### src/rtl/core/lpht_pkg.sv
`timescale 1ns / 1ps
// ----------------------------------------------------------------------------
// lpht_pkg
// Shared types and constants of the linear-probing hash table.
// ----------------------------------------------------------------------------
package lpht_pkg;

    localparam int KEY_W     = 32;
    localparam int HASH_W    = 32;
    localparam int VAL_W     = 64;
    localparam int LIMIT_W   = 9;
    localparam int USED_W    = 9;
    localparam int SLOT_W    = 2;
    localparam int ENTRY_W   = SLOT_W + KEY_W + VAL_W;

    localparam logic [LIMIT_W-1:0] LIMIT_RESET = 9'd192;

    typedef logic [1:0] t_op;
    localparam t_op OP_LOOKUP = 2'd0;
    localparam t_op OP_INSERT = 2'd1;
    localparam t_op OP_REMOVE = 2'd2;
    localparam t_op OP_CLEAR  = 2'd3;

    typedef logic [SLOT_W-1:0] t_slot;
    localparam t_slot SLOT_EMPTY = 2'd0;
    localparam t_slot SLOT_USED  = 2'd1;
    localparam t_slot SLOT_TOMB  = 2'd2;

    typedef logic [1:0] t_res;
    localparam t_res RES_OK      = 2'd0;
    localparam t_res RES_MISSING = 2'd1;
    localparam t_res RES_FULL    = 2'd2;

    // Controller to datapath
    typedef struct packed {
        logic capture;      // latch the accepted request
        logic sweep;        // write one empty slot of the clearing pass
        logic start_probe;  // read the home slot
        logic eval;         // examine the slot whose data arrives now
        logic set_missing;  // finish with key-not-found, no probe
        logic load_out;     // move the result into the output register
    } t_ctl_cmd;

    // Datapath to controller
    typedef struct packed {
        logic hash_done;
        logic skip;
        logic is_clear;
        logic probe_end;
        logic sweep_last;
        logic out_free;
    } t_dp_stat;

endpackage

### src/rtl/core/lpht_ctl.sv
`timescale 1ns / 1ps
// ----------------------------------------------------------------------------
// lpht_ctl
// Sequencer of the hash table: clearing pass, hashing, probing, result.
// ----------------------------------------------------------------------------
module lpht_ctl import lpht_pkg::*; (
    input  logic     i_clk,
    input  logic     i_rst_n,
    input  logic     i_in_valid,
    output logic     o_in_ready,
    input  t_dp_stat i_stat,
    output t_ctl_cmd o_cmd
);

    typedef enum logic [2:0] {
        S_SWEEP,
        S_IDLE,
        S_HASH,
        S_PROBE,
        S_CLEAR,
        S_DONE
    } t_state;

    t_state r_state;
    t_state n_state;

    always_comb begin
        n_state    = r_state;
        o_cmd      = '0;
        o_in_ready = 1'b0;
        case (r_state)
            S_SWEEP: begin
                o_cmd.sweep = 1'b1;
                if (i_stat.sweep_last) begin
                    n_state = S_IDLE;
                end
            end
            S_IDLE: begin
                o_in_ready    = 1'b1;
                o_cmd.capture = i_in_valid;
                if (i_in_valid) begin
                    n_state = S_HASH;
                end
            end
            S_HASH: begin
                if (i_stat.is_clear) begin
                    n_state = S_CLEAR;
                end else if (i_stat.skip) begin
                    o_cmd.set_missing = 1'b1;
                    n_state           = S_DONE;
                end else if (i_stat.hash_done) begin
                    o_cmd.start_probe = 1'b1;
                    n_state           = S_PROBE;
                end
            end
            S_PROBE: begin
                o_cmd.eval = 1'b1;
                if (i_stat.probe_end) begin
                    n_state = S_DONE;
                end
            end
            S_CLEAR: begin
                o_cmd.sweep = 1'b1;
                if (i_stat.sweep_last) begin
                    n_state = S_DONE;
                end
            end
            S_DONE: begin
                // hold the result until the output register frees up
                if (i_stat.out_free) begin
                    o_cmd.load_out = 1'b1;
                    n_state        = S_IDLE;
                end
            end
            default: begin
                n_state = S_IDLE;
            end
        endcase
    end

    always_ff @(posedge i_clk) begin
        if (!i_rst_n) begin
            r_state <= S_SWEEP;
        end else begin
            r_state <= n_state;
        end
    end

endmodule

### config.mk
export PLATFORM = sky130hd
export DESIGN_NAME = lpht_ctl
export DESIGN_NICKNAME = d
export VERILOG_FILES = /design/src/rtl/core/lpht_pkg.sv /design/src/rtl/core/lpht_ctl.sv
export SDC_FILE = /design/constraint.sdc
export NUM_CORES = 1
export LEC_CHECK = 0
export BUFFER_PORTS_ARGS = -buffer_cell sky130_fd_sc_hd__buf_4
export CAP_MARGIN = 40
export CELL_PAD_IN_SITES_DETAIL_PLACEMENT = 1
export CELL_PAD_IN_SITES_GLOBAL_PLACEMENT = 2
export CORE_MARGIN = 5
export CORE_UTILIZATION = 20
export DETAILED_ROUTE_END_ITERATION = 8
export PLACE_DENSITY_LB_ADDON = 0.08
export SYNTH_ARGS = -nofsm -noshare
export SYNTH_HDL_FRONTEND = slang
export SYNTH_SLANG_ARGS = --single-unit
### constraint.sdc
create_clock -name i_clk -period 1.98 [get_ports i_clk]
set_input_delay 0.396 -clock i_clk [delete_from_list [all_inputs] [get_ports i_clk]]
set_output_delay 0.396 -clock i_clk [all_outputs]
set_load 0.02 [all_outputs]
==> results of run 1 <==
## per-stage QoR
stage / power, W / setup slack [ns] / std cells / hold slack [ns] / area, um^2
2_1_floorplan: 0.000118 / 0.0665 / 38 / 0.529 / 292
3_3_place_gp: 0.000157 / 0.198 / 68 / 0.650 / 424
3_5_place_dp: 0.000158 / 0.189 / 68 / 0.648 / 424
4_1_cts: 0.000272 / 0.0800 / 72 / 0.408 / 450
5_1_grt: 0.000285 / 0.0320 / 72 / 0.414 / 450
6_report: 0.000266 / 0.102 / 72 / 0.421 / 450
## routing by layer
| layer | global-route usage | wire (um) | part of all wire |
|---|---|---|---|
| met3 | 0.0480 | 86 | 0.090 |
| met2 | 0.146 | 422 | 0.44 |
| met5 | 0 | 0 | 0 |
| met4 | 0.0323 | 0 | 0 |
| met1 | 0.125 | 448 | 0.47 |
## cells by family after synthesis
family	Yosys count	synth area share
AO/OA/AOI/OAI	10	0.223
buffers and inverters	4	0.0858
flip-flops	3	0.206
multiplexers	2	0.0772
AND/OR/NAND/NOR	19	0.408
## final cells by class
class | instances | area [um^2]
repair buffers | 18 | 135
fillers | 179 | 883
multi-input cells | 31 | 206
well taps | 15 | 18.8
flip-flops and latches | 3 | 60.1
clock buffers | 4 | 26.3
inverters | 1 | 3.75
## synth_stat cells
cell type | instances | area (um^2)
inv_1 | 1 | 3.75
o211a_1 | 1 | 10.0
and3_1 | 1 | 6.26
o2bb2ai_1 | 1 | 8.76
and3b_1 | 1 | 8.76
nor3b_1 | 2 | 15.0
and2b_1 | 1 | 7.51
nand2b_1 | 2 | 12.5
or3_1 | 1 | 6.26
o21bai_1 | 1 | 7.51
buf_6 | 1 | 11.3
mux2_2 | 2 | 22.5
nor3_2 | 1 | 10.0
dfxtp_1 | 3 | 60.1
a21oi_1 | 2 | 10.0
buf_2 | 2 | 10.0
or4b_4 | 1 | 13.8
nor2_1 | 6 | 22.5
and2_1 | 2 | 12.5
o21ai_0 | 4 | 20.0
a311oi_1 | 1 | 8.76
nand2_1 | 1 | 3.75
## worst max-delay path, stage by stage, from the launching register on
cell and delay (ns):
dfxtp_1 0.31, or4b_4 0.56, nor3b_1 0.21, buf_4 0.17
## where the power goes
| group | internal [W] | switching (W) | total, W |
|---|---|---|---|
| Combinational | 0.0000439 | 0.0000456 | 0.0000895 |
| Clock | 0.0000756 | 0.0000331 | 0.000109 |
| Sequential | 0.0000651 | 0.00000274 | 0.0000679 |
## worst max path at each step
stage                            start        to  slack [ns]  cells after the start
2_1_floorplan  r_state[2]$_SDFFE_PN0P_  o_cmd[3]        0.07                      3
3_3_place_gp                 i_stat[3]  o_cmd[3]        0.20                      4
3_5_place_dp                 i_stat[3]  o_cmd[3]        0.19                      4
4_1_cts        r_state[2]$_SDFFE_PN0P_  o_cmd[3]        0.08                      3
5_1_grt        r_state[2]$_SDFFE_PN0P_  o_cmd[3]        0.03                      3
6_report       r_state[2]$_SDFFE_PN0P_  o_cmd[3]        0.10                      3
==> impl_metrics.ini, run 1 <==
[die]
die_h_um = 48.2
rows = 13
die_w_um = 48.2
core_mm2 = 0.00133
dieArea_mm2 = 0.00232
start_util = 0.219
io_pins = 16

[clocking]
cts_resized = 0
cts_tree = built
postCtsSetupBuffers = 0
ctsHoldBuffers = 0
insertion_delay_ns = 0.23
clockBufferDepth = 2
cts_num_sinks = 3
numCtsBuffers = 3
clock-root-buffer = clkbuf_4
htreeDepth = 1
clk_pin_slew_ns = 0.04

[detailed_routing]
drt_wl_total_um = 957
num_vias = 335
dr.pass1.iters = 2
drc = 0
ant_nets = 0
initialDrtViolationCount = 1
vias_per_cell = 4.65
drt-wirelength-per-cell_um = 13.3

[global_route]
grt_pass1_wl_mm = 1.59
grt_usage = 0.0988
grt_overflow = 0
grt_pass1_vias = 363
grt_antenna_before_repair = 0
grt_max_degree = 10

[worst_setup_path]
rr_worst_depth = 4
rrSetupSlack_ns = 0.54
critPathLaunchType = register
end_kind = primary output
crit_fanout = 4
cp_data_required_time_ns = 1.58
crit_type = register to primary output
arrival_ns = 1.48
r2r_end = r_state[0]$_SDFFE_PN0P_
regToRegStartpoint = r_state[2]$_SDFFE_PN0P_

[synthesis]
syn_avg_cell_area_um2 = 7.67
ys_types = 22
syn_inst = 38
ys_warn_count = 0
synth_fp_nets = 47
ys_ff_latch = 3
syn-cell-area_um2 = 292
synth-seq-area-share = 0.206

[layout]
final_common_cell = buf_4
final_cell_mix = 18 x buf_4, 6 x nor2_1, 4 x o21ai_0, 3 x clkbuf_4, 3 x dfxtp_1
final_nets = 67
postLayoutCoreUtil = 0.338
regMostFlops = r_state
drive_above_1_share = 0.439
areaGrowthSynthToFinish_pct = 54.5
largest_register_ffs = 3
largestRegisters = r_state x3
diodes = 0

[timing]
hold_viol = 0
fin_worst_skew_ns = 0.000707
slew_violations = 0
tightest_slew_ns = 0.285
fmax_ghz = 0.533
min_period_over_period = 0.948
setup_viol = 0
relSlewSlack = 0.809
period_needed_ns = 1.88
rsz0062_at_grt = false
tns_ns = 0

[min_path]
holdPathEnd = r_state[1]$_SDFFE_PN0P_
hp-start = i_rst_n
hold_class = input pin to register
holdPathStages = 2

[placed_design]
routabilityCongestion = 0.807
dpl.hpwl_um = 780
io_buffer_count = 15

[power_and_ir_drop]
peakVddDrop_uv = 262
power_density_mw_per_mm2 = 591
leakage_nw = 0.218

[outcome]
status = completed

[job]
max_cap_viol_count = 0
Power figures use the tool's default switching activity.
==> run 2: changes to the inputs <==
--- a/config.mk
+++ b/config.mk
@@ -13,6 +13,7 @@
 export CORE_UTILIZATION = 20
 export DETAILED_ROUTE_END_ITERATION = 8
 export PLACE_DENSITY_LB_ADDON = 0.08
+export REMOVE_ABC_BUFFERS = 1
 export SYNTH_ARGS = -nofsm -noshare
 export SYNTH_HDL_FRONTEND = slang
 export SYNTH_SLANG_ARGS = --single-unit
==> impl_metrics.ini, run 2 (synthesis gave the netlist of run 1 again) <==
[outcome]
status = completed

[detailed_routing]
num_vias = 339
ant_nets = 0
drt_wl_total_um = 974
dr.pass1.iters = 4
drc = 0
drt-wirelength-per-cell_um = 13.5
vias_per_cell = 4.71
initialDrtViolationCount = 3

[clocking]
htreeDepth = 1
insertion_delay_ns = 0.23
clock-root-buffer = clkbuf_4
cts_resized = 0
clk_pin_slew_ns = 0.04
cts_tree = built
cts_num_sinks = 3
postCtsSetupBuffers = 0
numCtsBuffers = 3
ctsHoldBuffers = 0
clockBufferDepth = 2

[timing]
slew_violations = 0
tns_ns = 0
fmax_ghz = 0.532
period_needed_ns = 1.88
rsz0062_at_grt = false
hold_viol = 0
min_period_over_period = 0.950
tightest_slew_ns = 0.375
fin_worst_skew_ns = 0.00168
setup_viol = 0
relSlewSlack = 0.750

[die]
die_w_um = 48.2
io_pins = 16
start_util = 0.219
rows = 13
die_h_um = 48.2
core_mm2 = 0.00133
dieArea_mm2 = 0.00232

[power_and_ir_drop]
peakVddDrop_uv = 239
power.total_w = 0.000263
leakage_nw = 0.218
power_density_mw_per_mm2 = 583

[layout]
fillCellCount = 169
largestRegisters = r_state x3
final_cell_mix = 18 x buf_4, 6 x nor2_1, 4 x o21ai_0, 3 x clkbuf_4, 3 x dfxtp_1
drive_above_1_share = 0.439
final_nets = 67
final_common_cell = buf_4
areaGrowthSynthToFinish_pct = 54.5
diodes = 0
largest_register_ffs = 3
regMostFlops = r_state

[min_path]
holdPathEnd = r_state[1]$_SDFFE_PN0P_
hold_class = input pin to register
holdPathStages = 2
hp-start = i_rst_n

[worst_setup_path]
crit_fanout = 4
crit_type = register to primary output
r2r_end = r_state[1]$_SDFFE_PN0P_
critPathLaunchType = register
rrSetupSlack_ns = 0.54
arrival_ns = 1.48
end_kind = primary output
regToRegStartpoint = r_state[2]$_SDFFE_PN0P_
rr_worst_depth = 4
cp_data_required_time_ns = 1.58

[placed_design]
routabilityCongestion = 0.704
dpl.hpwl_um = 835
io_buffer_count = 15

[global_route]
grt_antenna_before_repair = 0
grt_overflow = 0
grt_max_degree = 10
grt_usage = 0.0950
grt_pass1_wl_mm = 1.50
grt_pass1_vias = 351

[job]
max_cap_viol_count = 0
run 2: cell counts in the layout (fill, tap and decap cells not counted):
No cell type changed its count.
run 2: through the flow:
step | hold WS, ns | instance area [um^2] | instances | setup WS, ns | utilization
floorplan | 0.529 | 270 | 35 | 0.109 | -
global placement | 0.636 | 424 | 68 | 0.200 | 0.318
detailed placement | 0.647 | 424 | 68 | 0.179 | 0.318
CTS | 0.423 | 450 | 72 | 0.0738 | 0.338
global route | 0.433 | 450 | 72 | 0.00808 | 0.338
finish | 0.440 | 450 | 72 | 0.0996 | 0.338
run 2: area by class of cell:
type / instances / area, um^2 / area share
clock buffer: 4 / 26.3 / 0.0583
inverter: 1 / 3.75 / 0.00833
multi-input combinational: 31 / 206 / 0.458
sequential: 3 / 60.1 / 0.133
tap: 15 / 18.8 / 0.0417
timing repair buffer: 18 / 135 / 0.300
run 2: how the worst max path moves through the flow:
stage               slack, ns                    start  cells after the start       end
detailed placement       0.18                i_stat[3]                      4  o_cmd[3]
CTS                      0.07  r_state[2]$_SDFFE_PN0P_                      3  o_cmd[3]
floorplan                0.11  r_state[2]$_SDFFE_PN0P_                      2  o_cmd[3]
finish                    0.1  r_state[2]$_SDFFE_PN0P_                      3  o_cmd[3]
global placement         0.20                i_stat[3]                      4  o_cmd[3]
global route            0.008  r_state[2]$_SDFFE_PN0P_                      3  o_cmd[3]
run 2: report_power, final:
| part | internal [W] | switching [W] | total (W) |
|---|---|---|---|
| combinational | 0.0000440 | 0.0000454 | 0.0000893 |
| clock | 0.0000754 | 0.0000301 | 0.000106 |
| sequential | 0.0000652 | 0.00000255 | 0.0000677 |
run 2: critical path: stages (launching register included):
cell     delay, ns
dfxtp_1       0.31
or4b_4        0.56
nor3b_1       0.21
buf_4         0.17
run 2: metal layers:
layer  vias up  GRT usage  part of all wire
li1        172          -                 -
met1       154      0.123              0.45
met2        13      0.135              0.45
met3         0     0.0148              0.10
met4         0     0.0806                 0
met5         -          0                 0
